===== config.mk =====
export PLATFORM = sky130hd
export DESIGN_NAME = touchless_dispense_channel_ctrl
export DESIGN_NICKNAME = d
export VERILOG_FILES = /design/src/design/tdc_pkg.sv /design/src/design/touchless_dispense_channel_ctrl.sv
export SDC_FILE = /design/constraint.sdc
export NUM_CORES = 1
export LEC_CHECK = 0
export BUFFER_PORTS_ARGS = -buffer_cell sky130_fd_sc_hd__buf_2
export CAP_MARGIN = 20
export CORE_MARGIN = 1
export CORE_UTILIZATION = 35
export DETAILED_ROUTE_END_ITERATION = 7
export PLACE_DENSITY = 0.52
export SYNTH_ARGS = -nofsm -noshare
export SYNTH_HDL_FRONTEND = slang
export SYNTH_SLANG_ARGS = --single-unit

===== constraint.sdc =====
create_clock -name clk -period 21.1 [get_ports clk]
set_input_delay 3.165 -clock clk [delete_from_list [all_inputs] [get_ports clk]]
set_output_delay 3.165 -clock clk [all_outputs]
set_load 0.005 [all_outputs]

===== src/design/tdc_pkg.sv =====
// Package: payload word types and register indexes for the dispense channel controller.
`default_nettype none

package tdc_pkg;

  localparam int unsigned CHAN_W = 2;
  localparam int unsigned ECHO_W = 20;
  localparam int unsigned TIME_W = 32;
  localparam int unsigned CFG_IDX_W = 3;
  localparam int unsigned CFG_DATA_W = 32;

  // Configuration register indexes
  localparam logic [CFG_IDX_W-1:0] REG_POUR_TIME = 3'd0;
  localparam logic [CFG_IDX_W-1:0] REG_COOLOFF   = 3'd1;
  localparam logic [CFG_IDX_W-1:0] REG_ACT_LOW   = 3'd2;
  localparam logic [CFG_IDX_W-1:0] REG_ACT_HIGH  = 3'd3;
  localparam logic [CFG_IDX_W-1:0] REG_SAFE      = 3'd4;
  localparam logic [CFG_IDX_W-1:0] REG_FAR       = 3'd5;

  // Register reset values
  localparam logic [TIME_W-1:0] POUR_TIME_RST = 32'd5000;
  localparam logic [TIME_W-1:0] COOLOFF_RST   = 32'd3000;
  localparam logic [ECHO_W-1:0] ACT_LOW_RST   = 20'd117;
  localparam logic [ECHO_W-1:0] ACT_HIGH_RST  = 20'd875;
  localparam logic [ECHO_W-1:0] SAFE_RST      = 20'd1166;
  localparam logic [ECHO_W-1:0] FAR_RST       = 20'd23324;

  typedef struct packed {
    logic [CHAN_W-1:0] chan;
    logic [ECHO_W-1:0] echo_us;
    logic [TIME_W-1:0] now_ms;
  } in_word_t;

  typedef struct packed {
    logic [CHAN_W-1:0] out_chan;
    logic              drive_on;
    logic              hand_latched;
    logic              turned_on;
    logic              turned_off;
  } out_word_t;

endpackage

`default_nettype wire


===== src/design/touchless_dispense_channel_ctrl.sv =====
// Top level: multi-channel touchless dispense controller, one echo word in, one status word out.
// Pipeline: a word accepted sits in the input register, and its result is loaded into the
// output register when that register is free or being drained, which raises out_valid.
// Throughput: one word per cycle while the output is not stalled; the per-channel state update
// and the two 32-bit time differences are combinational between the input and output registers.
// Reset (rst, synchronous): all channels off and unlatched, stop and start times zero,
// configuration registers back to their defaults, both pipeline registers empty.
`default_nettype none

module touchless_dispense_channel_ctrl #(
  parameter int unsigned CHANNELS = 4
) (
  input  wire logic                           clk,
  input  wire logic                           rst,
  // echo words
  input  wire logic                           in_valid,
  output      logic                           in_ready,
  input  wire tdc_pkg::in_word_t              in_data,
  // status words
  output      logic                           out_valid,
  input  wire logic                           out_ready,
  output      tdc_pkg::out_word_t             out_data,
  // configuration writes
  input  wire logic                           cfg_we,
  input  wire logic [tdc_pkg::CFG_IDX_W-1:0]  cfg_idx,
  input  wire logic [tdc_pkg::CFG_DATA_W-1:0] cfg_wdata
);

  import tdc_pkg::*;

  localparam int unsigned IDX_W = (CHANNELS > 1) ? $clog2(CHANNELS) : 1;

  // Configuration registers
  logic [TIME_W-1:0] pour_time_ms;
  logic [TIME_W-1:0] cooloff_ms;
  logic [ECHO_W-1:0] act_low_echo_us;
  logic [ECHO_W-1:0] act_high_echo_us;
  logic [ECHO_W-1:0] safe_echo_us;
  logic [ECHO_W-1:0] far_echo_us;

  // Per-channel state
  logic [CHANNELS-1:0] drive_state;
  logic [CHANNELS-1:0] hand_state;
  logic [TIME_W-1:0]   last_stop_ms  [CHANNELS];
  logic [TIME_W-1:0]   pour_start_ms [CHANNELS];

  // Input register
  logic     in_held;
  in_word_t in_q;

  // Stage controls
  logic advance;

  // Step logic
  logic              chan_ok;
  logic [IDX_W-1:0]  idx;
  logic              d0;
  logic              h0;
  logic [TIME_W-1:0] pour_age;
  logic [TIME_W-1:0] stop_age;
  logic              timeout;
  logic              d1;
  logic              in_window;
  logic              activate;
  logic              release_hit;
  logic              d2;
  logic              h1;
  logic              withdraw;
  logic              drive_next;
  logic              hand_next;
  logic              stop_evt;
  out_word_t         out_next;

  // Advance the held word whenever the output register is empty or being drained.
  assign advance  = in_held && (!out_valid || out_ready);
  assign in_ready = !in_held || advance;

  always_ff @(posedge clk) begin
    if (rst) begin
      in_held <= 1'b0;
    end else if (in_ready) begin
      in_held <= in_valid;
    end
  end

  always_ff @(posedge clk) begin
    if (in_valid && in_ready) begin
      in_q <= in_data;
    end
  end

  // Configuration writes; indexes beyond the list are dropped.
  always_ff @(posedge clk) begin
    if (rst) begin
      pour_time_ms     <= POUR_TIME_RST;
      cooloff_ms       <= COOLOFF_RST;
      act_low_echo_us  <= ACT_LOW_RST;
      act_high_echo_us <= ACT_HIGH_RST;
      safe_echo_us     <= SAFE_RST;
      far_echo_us      <= FAR_RST;
    end else if (cfg_we) begin
      case (cfg_idx)
        REG_POUR_TIME: pour_time_ms     <= cfg_wdata[TIME_W-1:0];
        REG_COOLOFF:   cooloff_ms       <= cfg_wdata[TIME_W-1:0];
        REG_ACT_LOW:   act_low_echo_us  <= cfg_wdata[ECHO_W-1:0];
        REG_ACT_HIGH:  act_high_echo_us <= cfg_wdata[ECHO_W-1:0];
        REG_SAFE:      safe_echo_us     <= cfg_wdata[ECHO_W-1:0];
        REG_FAR:       far_echo_us      <= cfg_wdata[ECHO_W-1:0];
        default: ;
      endcase
    end
  end

  // One step for the held word. The state read here already reflects the word just
  // ahead of it, because state is written on the same edge that word left this stage.
  always_comb begin
    chan_ok = (32'(in_q.chan) < CHANNELS);
    idx     = IDX_W'(in_q.chan);
    d0      = drive_state[idx];
    h0      = hand_state[idx];

    // Timeout: a pour that has run its full time stops first.
    pour_age = in_q.now_ms - pour_start_ms[idx];
    timeout  = d0 && (pour_age >= pour_time_ms);
    d1       = d0 && !timeout;

    // A stop in this very step restarts the cool-off at zero elapsed time.
    stop_age = timeout ? '0 : (in_q.now_ms - last_stop_ms[idx]);

    // Activation window: low bound exclusive, high bound inclusive.
    in_window = (in_q.echo_us > act_low_echo_us) && (in_q.echo_us <= act_high_echo_us);
    activate  = in_window && !d1 && !h0 && (stop_age >= cooloff_ms);

    // Release band only applies when the echo is outside the activation window.
    release_hit = !in_window && (in_q.echo_us >= safe_echo_us) &&
                  (in_q.echo_us < far_echo_us) && d1;

    d2 = activate || (d1 && !release_hit);
    h1 = h0 || activate;

    // Withdrawal: hand far enough away drops the latch and any pour.
    withdraw   = h1 && (in_q.echo_us >= safe_echo_us);
    hand_next  = h1 && !withdraw;
    drive_next = d2 && !withdraw;
    stop_evt   = timeout || release_hit || (withdraw && d2);

    out_next.out_chan     = in_q.chan;
    out_next.drive_on     = chan_ok && drive_next;
    out_next.hand_latched = chan_ok && hand_next;
    out_next.turned_on    = chan_ok && activate;
    out_next.turned_off   = chan_ok && stop_evt;
  end

  // Per-channel state update; an out-of-range channel leaves everything untouched.
  always_ff @(posedge clk) begin
    if (rst) begin
      drive_state <= '0;
      hand_state  <= '0;
      for (int i = 0; i < CHANNELS; i++) begin
        last_stop_ms[i]  <= '0;
        pour_start_ms[i] <= '0;
      end
    end else if (advance && chan_ok) begin
      drive_state[idx] <= drive_next;
      hand_state[idx]  <= hand_next;
      if (stop_evt) begin
        last_stop_ms[idx] <= in_q.now_ms;
      end
      if (activate) begin
        pour_start_ms[idx] <= in_q.now_ms;
      end
    end
  end

  // Output register: hold until taken, load when the held word advances.
  always_ff @(posedge clk) begin
    if (rst) begin
      out_valid <= 1'b0;
    end else if (advance) begin
      out_valid <= 1'b1;
    end else if (out_ready) begin
      out_valid <= 1'b0;
    end
  end

  always_ff @(posedge clk) begin
    if (advance) begin
      out_data <= out_next;
    end
  end

endmodule

`default_nettype wire


* After elaboration in Yosys (flattened, before gate mapping)
Memories as Yosys holds them, arrays and structs flattened. A register that Yosys moved wholly into a read port is not among the register bits.
Index checks and enable logic that the tools add are counted.
** Cells by class
- Mux-type cells :: 29
- Order comparisons :: 8
- Reduce and logical (&&, ||, !) cells :: 41
- $add $sub $neg :: 2
- Equality and inequality tests :: 5
** Operators by type and width (count)
- $mux 32 :: 3
- $ge 32x32->1 :: 2
- $reduce_or 32->1 :: 2
- $sub 32x32->32 :: 2
- $ge 20x20->1 :: 1
- $gt 20x20->1 :: 1
- $le 20x20->1 :: 1
- $lt 20x20->1 :: 1
- $logic_and 1x1->1 :: 17
- $mux 1 :: 17
- $reduce_and 2->1 :: 6
- $bwmux 4 :: 2
- $logic_not 1->1 :: 8
- $mux 2 :: 4
- $eq 3x2->1 const B :: 2
- $eq 3x3->1 const B :: 2
- $logic_or 1x1->1 :: 6
- $bmux 1 s2 :: 2
- $eq 3x1->1 const B :: 1
- $logic_not 3->1 :: 1
- $lt 2x3->1 const B :: 1
- $demux 1 s2 :: 1
- $ge 2x1->1 const B :: 1
- $reduce_bool 2->1 :: 1
** Storage, ports and cells
- Register bits after elaboration :: 214
- Memories :: 2
- Output and inout bits :: 8
- Bits of input ports :: 94
- Logic and storage cells :: 105
- RAM bits :: 256
** Memory list
- last_stop_ms :: depth 4, width 32, rd ports 1, clocked after Yosys merged registers in 1, wr ports 4, line touchless_dispense_channel_ctrl.sv:44 : logic [TIME_W-1:0] last_stop_ms [CHANNELS];
- pour_start_ms :: depth 4, width 32, rd ports 1, clocked after Yosys merged registers in 1, wr ports 4, line touchless_dispense_channel_ctrl.sv:45 : logic [TIME_W-1:0] pour_start_ms [CHANNELS];

* Longest topological paths before layout
- Depth after elaboration :: 19
- Gate-level depth with buffers :: 35
- Mapped depth without buffers :: 31

* Least setup slack after synthesis
No wires, ideal clock.
- Kind :: register to register
- From :: reg with a tool-made name
- To :: mem pour_start_ms[1][0] (enable)
- Data required time :: 20634 ps
- Setup time :: 466 ps
- Stages on the path, launching flop included :: 32
- Period minus slack after synthesis :: 9621 ps
- Arrival :: 9156 ps
- Path buffers :: 3
- Path slack :: 11479 ps
- Cell sequence :: dfxtp_1 -> clkbuf_1 -> buf_1 -> mux4_2 -> ha_1 -> inv_1 -> fa_1 -> a211oi_1 -> o21bai_1 -> o2bb2ai_1 -> o31ai_1 -> a41o_1 -> o41a_1 -> a21bo_1 -> a21oi_1 -> xnor2_1 -> ha_1 -> nand4_1 -> nor3_1 -> nand3_1 -> a21oi_1 -> a211oi_2 -> nor2_1 -> clkbuf_1 -> nor2_1 -> ha_1 -> nand4_1 -> nor4_1 -> a31oi_1 -> o31ai_1 -> nand3_2 -> o21ai_0
** RTL lines (line)
- to (decl) :: touchless_dispense_channel_ctrl.sv:45

==> impl_metrics.env <==
export IMPL_syn_instance_count=2350
export IMPL_drv_cap=0
export IMPL_synth_compound_area_share_pct=11.1
export IMPL_timing_critical_path_fanout_max=100
export IMPL_synth_seq_cells=472
export IMPL_fillerInstances=6743
export IMPL_synth_seq_area_share_pct=50.2
export IMPL_worstSetupStartpointType="flop"
export IMPL_synth_flop_cell="sky130_fd_sc_hd__edfxtp_1"
export IMPL_cts_resized=0
export IMPL_asyncSetResetFlopFracSynth_pct=0
export IMPL_die_h_um=270
export IMPL_timing_critical_path_arrival_ps=10080
export IMPL_cts_root_to_sink_buffers=3
export IMPL_max_freq_ghz=0.102
export IMPL_first_global_vias=17800
export IMPL_post_cts_setup_buffer_count=0
export IMPL_timing_critical_path_to_type="flop"
export IMPL_critical_path_class="flop to flop"
export IMPL_totalNegativeSetupSlack_ps=0
export IMPL_proportion_of_power_drawn_by_combinational_gates_pct=18.0
export IMPL_syn_mean_instance_area_um2=10.7
export IMPL_avgViaCountPerCell=5.15
export IMPL_drcViolationCount=0
export IMPL_synth_fp_nets=2652
export IMPL_synth_mux_area_fraction_pct=6.00
export IMPL_crit_path_max_incr_delay_ps=770
export IMPL_fraction_of_power_spent_switching_nets_pct=28.0
export IMPL_yosys_cell_types_count=77
export IMPL_dpl_hpwl_mm=46.5
export IMPL_powerDensity_nw_per_um2=86.0
export IMPL_die_width_um=270
export IMPL_drtPass1Iterations=5
export IMPL_wire_length_of_the_first_global_routing_pass_mm=107
export IMPL_run_status="finished clean"
export IMPL_detail_route_wl_per_cell_um=20.3
export IMPL_i_o_pin_count=102
export IMPL_portBuffers=101
export IMPL_dr_first_iter_drc_count=1264
export IMPL_grt_antenna_before_repair=0
export IMPL_fin_skew_ps=31.9
export IMPL_utilization_pct=40.5
export IMPL_cp_slowest_cell="sky130_fd_sc_hd__buf_4"
export IMPL_unrepaired_setup_endpoints_after_global_routing="no"
export IMPL_design_power_total_w=0.00246
export IMPL_finalCriticalPeriod_ps=9840
export IMPL_clkSinkCount=472
export IMPL_layout_drive_gt1_share_pct=12.6
export IMPL_cell_internal_pwr_w=0.00177
export IMPL_synthTopCellsByArea="sky130_fd_sc_hd__edfxtp_1, sky130_fd_sc_hd__dfxtp_1, sky130_fd_sc_hd__ha_1"
export IMPL_vdd_drop_max_uv=65.3
export IMPL_synth_top_area_share_pct=37.7
export IMPL_postRouteAntennaNets=0
export IMPL_slew_viol_final=0
export IMPL_maxSlewHeadroom_pct=28.4
export IMPL_num_nets_final=2732
export IMPL_die_area_um2=72900
export IMPL_total_leakage_power_nw=11.6
export IMPL_synth_edff_count=316
export IMPL_grt_start_max_net_pins=101
export IMPL_worstPathRequired_ps=21340
export IMPL_synthAdderAreaFrac_pct=10.4
export IMPL_synth_most_common_cell="sky130_fd_sc_hd__edfxtp_1"
export IMPL_groute_usage_overall_pct=19.0
export IMPL_worst_pin_slew_ps=1070
export IMPL_worstSkewPairLatency_ps=610
export IMPL_cts_reportedPaths_clkPinSlew_ps=60
export IMPL_areaGrowthSynthToFinish_pct=13.5
export IMPL_grt_overflow_total=0
export IMPL_vias=17600
export IMPL_htree_levels=2
export IMPL_postRouteWirelength_mm=69.3
export IMPL_cts_tree="done"
export IMPL_multi_input_area_um2=11300
export IMPL_finalWeightedCongestion=0.859
export IMPL_cts_inserted_buffers=55
export IMPL_portion_of_total_power_attributed_to_sequential_cells_pct=42.8
export IMPL_post_synth_and_or_nand_nor_area_fraction_pct=15.4
export IMPL_period_share_pct=46.6
export IMPL_netlist_top_cells_count="sky130_fd_sc_hd__edfxtp_1, sky130_fd_sc_hd__nand2_1, sky130_fd_sc_hd__inv_1, sky130_fd_sc_hd__ha_1, sky130_fd_sc_hd__a21oi_1"
export IMPL_largest_family_of_logic_cells_by_synthesized_area="simple AND/OR/NAND/NOR gates"
export IMPL_postCtsHoldBufs=0
export IMPL_core_region_area_um2=70500
export IMPL_sw_power_w=0.000686
export IMPL_min_path_type="flop to flop"
export IMPL_post_synth_instance_area_um2=25100
export IMPL_yosysTopAreaCell="sky130_fd_sc_hd__edfxtp_1"
export IMPL_setup_viol=0
export IMPL_timing_hold_violations_final=0
export IMPL_ys_warn_count=0
export IMPL_fp_row_count=97
export IMPL_clkPwrFrac_pct=39.2
export IMPL_floorplan_initialDensity_pct=35.7
export IMPL_post_synth_xor_area_fraction_pct=1.92
export IMPL_seqCellArea_um2=12600
export IMPL_clockRootBuffer="sky130_fd_sc_hd__clkbuf_16"
[routing by layer]
layer	wire, µm	GRT usage, %	up-vias
met4	1980	6.06	0
met1	30900	25.1	8532
li1	-	-	8542
met2	33100	31.9	403
met3	3320	2.77	111
met5	0	0	-
[power groups by stage]
stage / clock (W) / combinational [W] / sequential (W)
final: 0.000963 / 0.000442 / 0.00105
after global routing: 0.00102 / 0.000495 / 0.00105
after CTS: 0.000986 / 0.000443 / 0.00105
after detailed placement: 0 / 0.000440 / 0.00107
after global placement: 0 / 0.000430 / 0.00107
after floorplan: 0 / 0.000314 / 0.00105
[logic make-up after synthesis]
family,count (synthesis)
simple gates,772
flops,472
compound gates,442
buf+inv,332
fa+ha+maj,208
mux,69
xor+xnor,55
[worst max-delay path: cells and delay by family (launching register included)]
kind                       cells  cell delay, ps
AOI/OAI and AO/OA             14            3230
xor gates and xnor gates       1              80
adders and majority gates      3             880
buffers and inverters          5            2280
DFF                            1             680
muxes                          1             590
and+or+nand+nor                8            1500
[registers in the layout, indices dropped and copies added, names as in the netlist, named ones only]
| register | cells |
|---|---|
| out_data | 6 |
| far_echo_us | 20 |
| pour_start_ms | 128 |
| last_stop_ms | 128 |
| in_q | 52 |
| pour_time_ms | 32 |
| out_valid | 1 |
| cooloff_ms | 32 |
| drive_state | 4 |
| act_low_echo_us | 20 |
| hand_state | 4 |
| safe_echo_us | 20 |
| idx | 2 |
| act_high_echo_us | 20 |
| in_held | 1 |
[stage by stage]
stage | std cells | hold WS, ps | area, µm² | setup WS (ps)
finish | 3417 | 454 | 28500 | 11260
global route | 3416 | 469 | 28500 | 10530
CTS | 3415 | 455 | 28500 | 11100
detailed placement | 3312 | 447 | 26700 | 11140
global placement | 3312 | 442 | 26700 | 11410
floorplan | 2350 | 421 | 25100 | 11480
[layout by cell type, fill, tap and decap left out, drive strengths merged, types with 20 or more instances in the layout]
| master | instances |
|---|---|
| xnor2 | 40 |
| dfxtp | 156 |
| clkinv | 20 |
| nand3 | 23 |
| o21ai | 51 |
| a21oi | 198 |
| a21o | 60 |
| nor2 | 70 |
| nor3 | 22 |
| buf | 128 |
| nand4 | 25 |
| mux4 | 65 |
| clkbuf | 74 |
| and3 | 137 |
| inv | 227 |
| nand2 | 313 |
| and2 | 132 |
| edfxtp | 316 |
| o211ai | 40 |
| ha | 206 |
[layout make-up]
type,count,area share [%]
diodes,1,0.00877
clock buffers,74,5.48
clock inverters,29,0.965
inverters,227,2.99
multi-input cells,1546,39.7
flip-flops and latches,472,44.2
well taps,940,4.12
repair buffers,128,2.52
[final timing paths]
check        cells after the start  slack (ps)              endpoint            startpoint
max                             32       11260   last_stop_ms[1][22]                  flop
min                              2         450  act_high_echo_us[18]  act_high_echo_us[18]
max reg2reg                     32       11260   last_stop_ms[1][22]                  flop
min reg2reg                      2         450  act_high_echo_us[18]  act_high_echo_us[18]
Power figures use the tool's default switching activity.
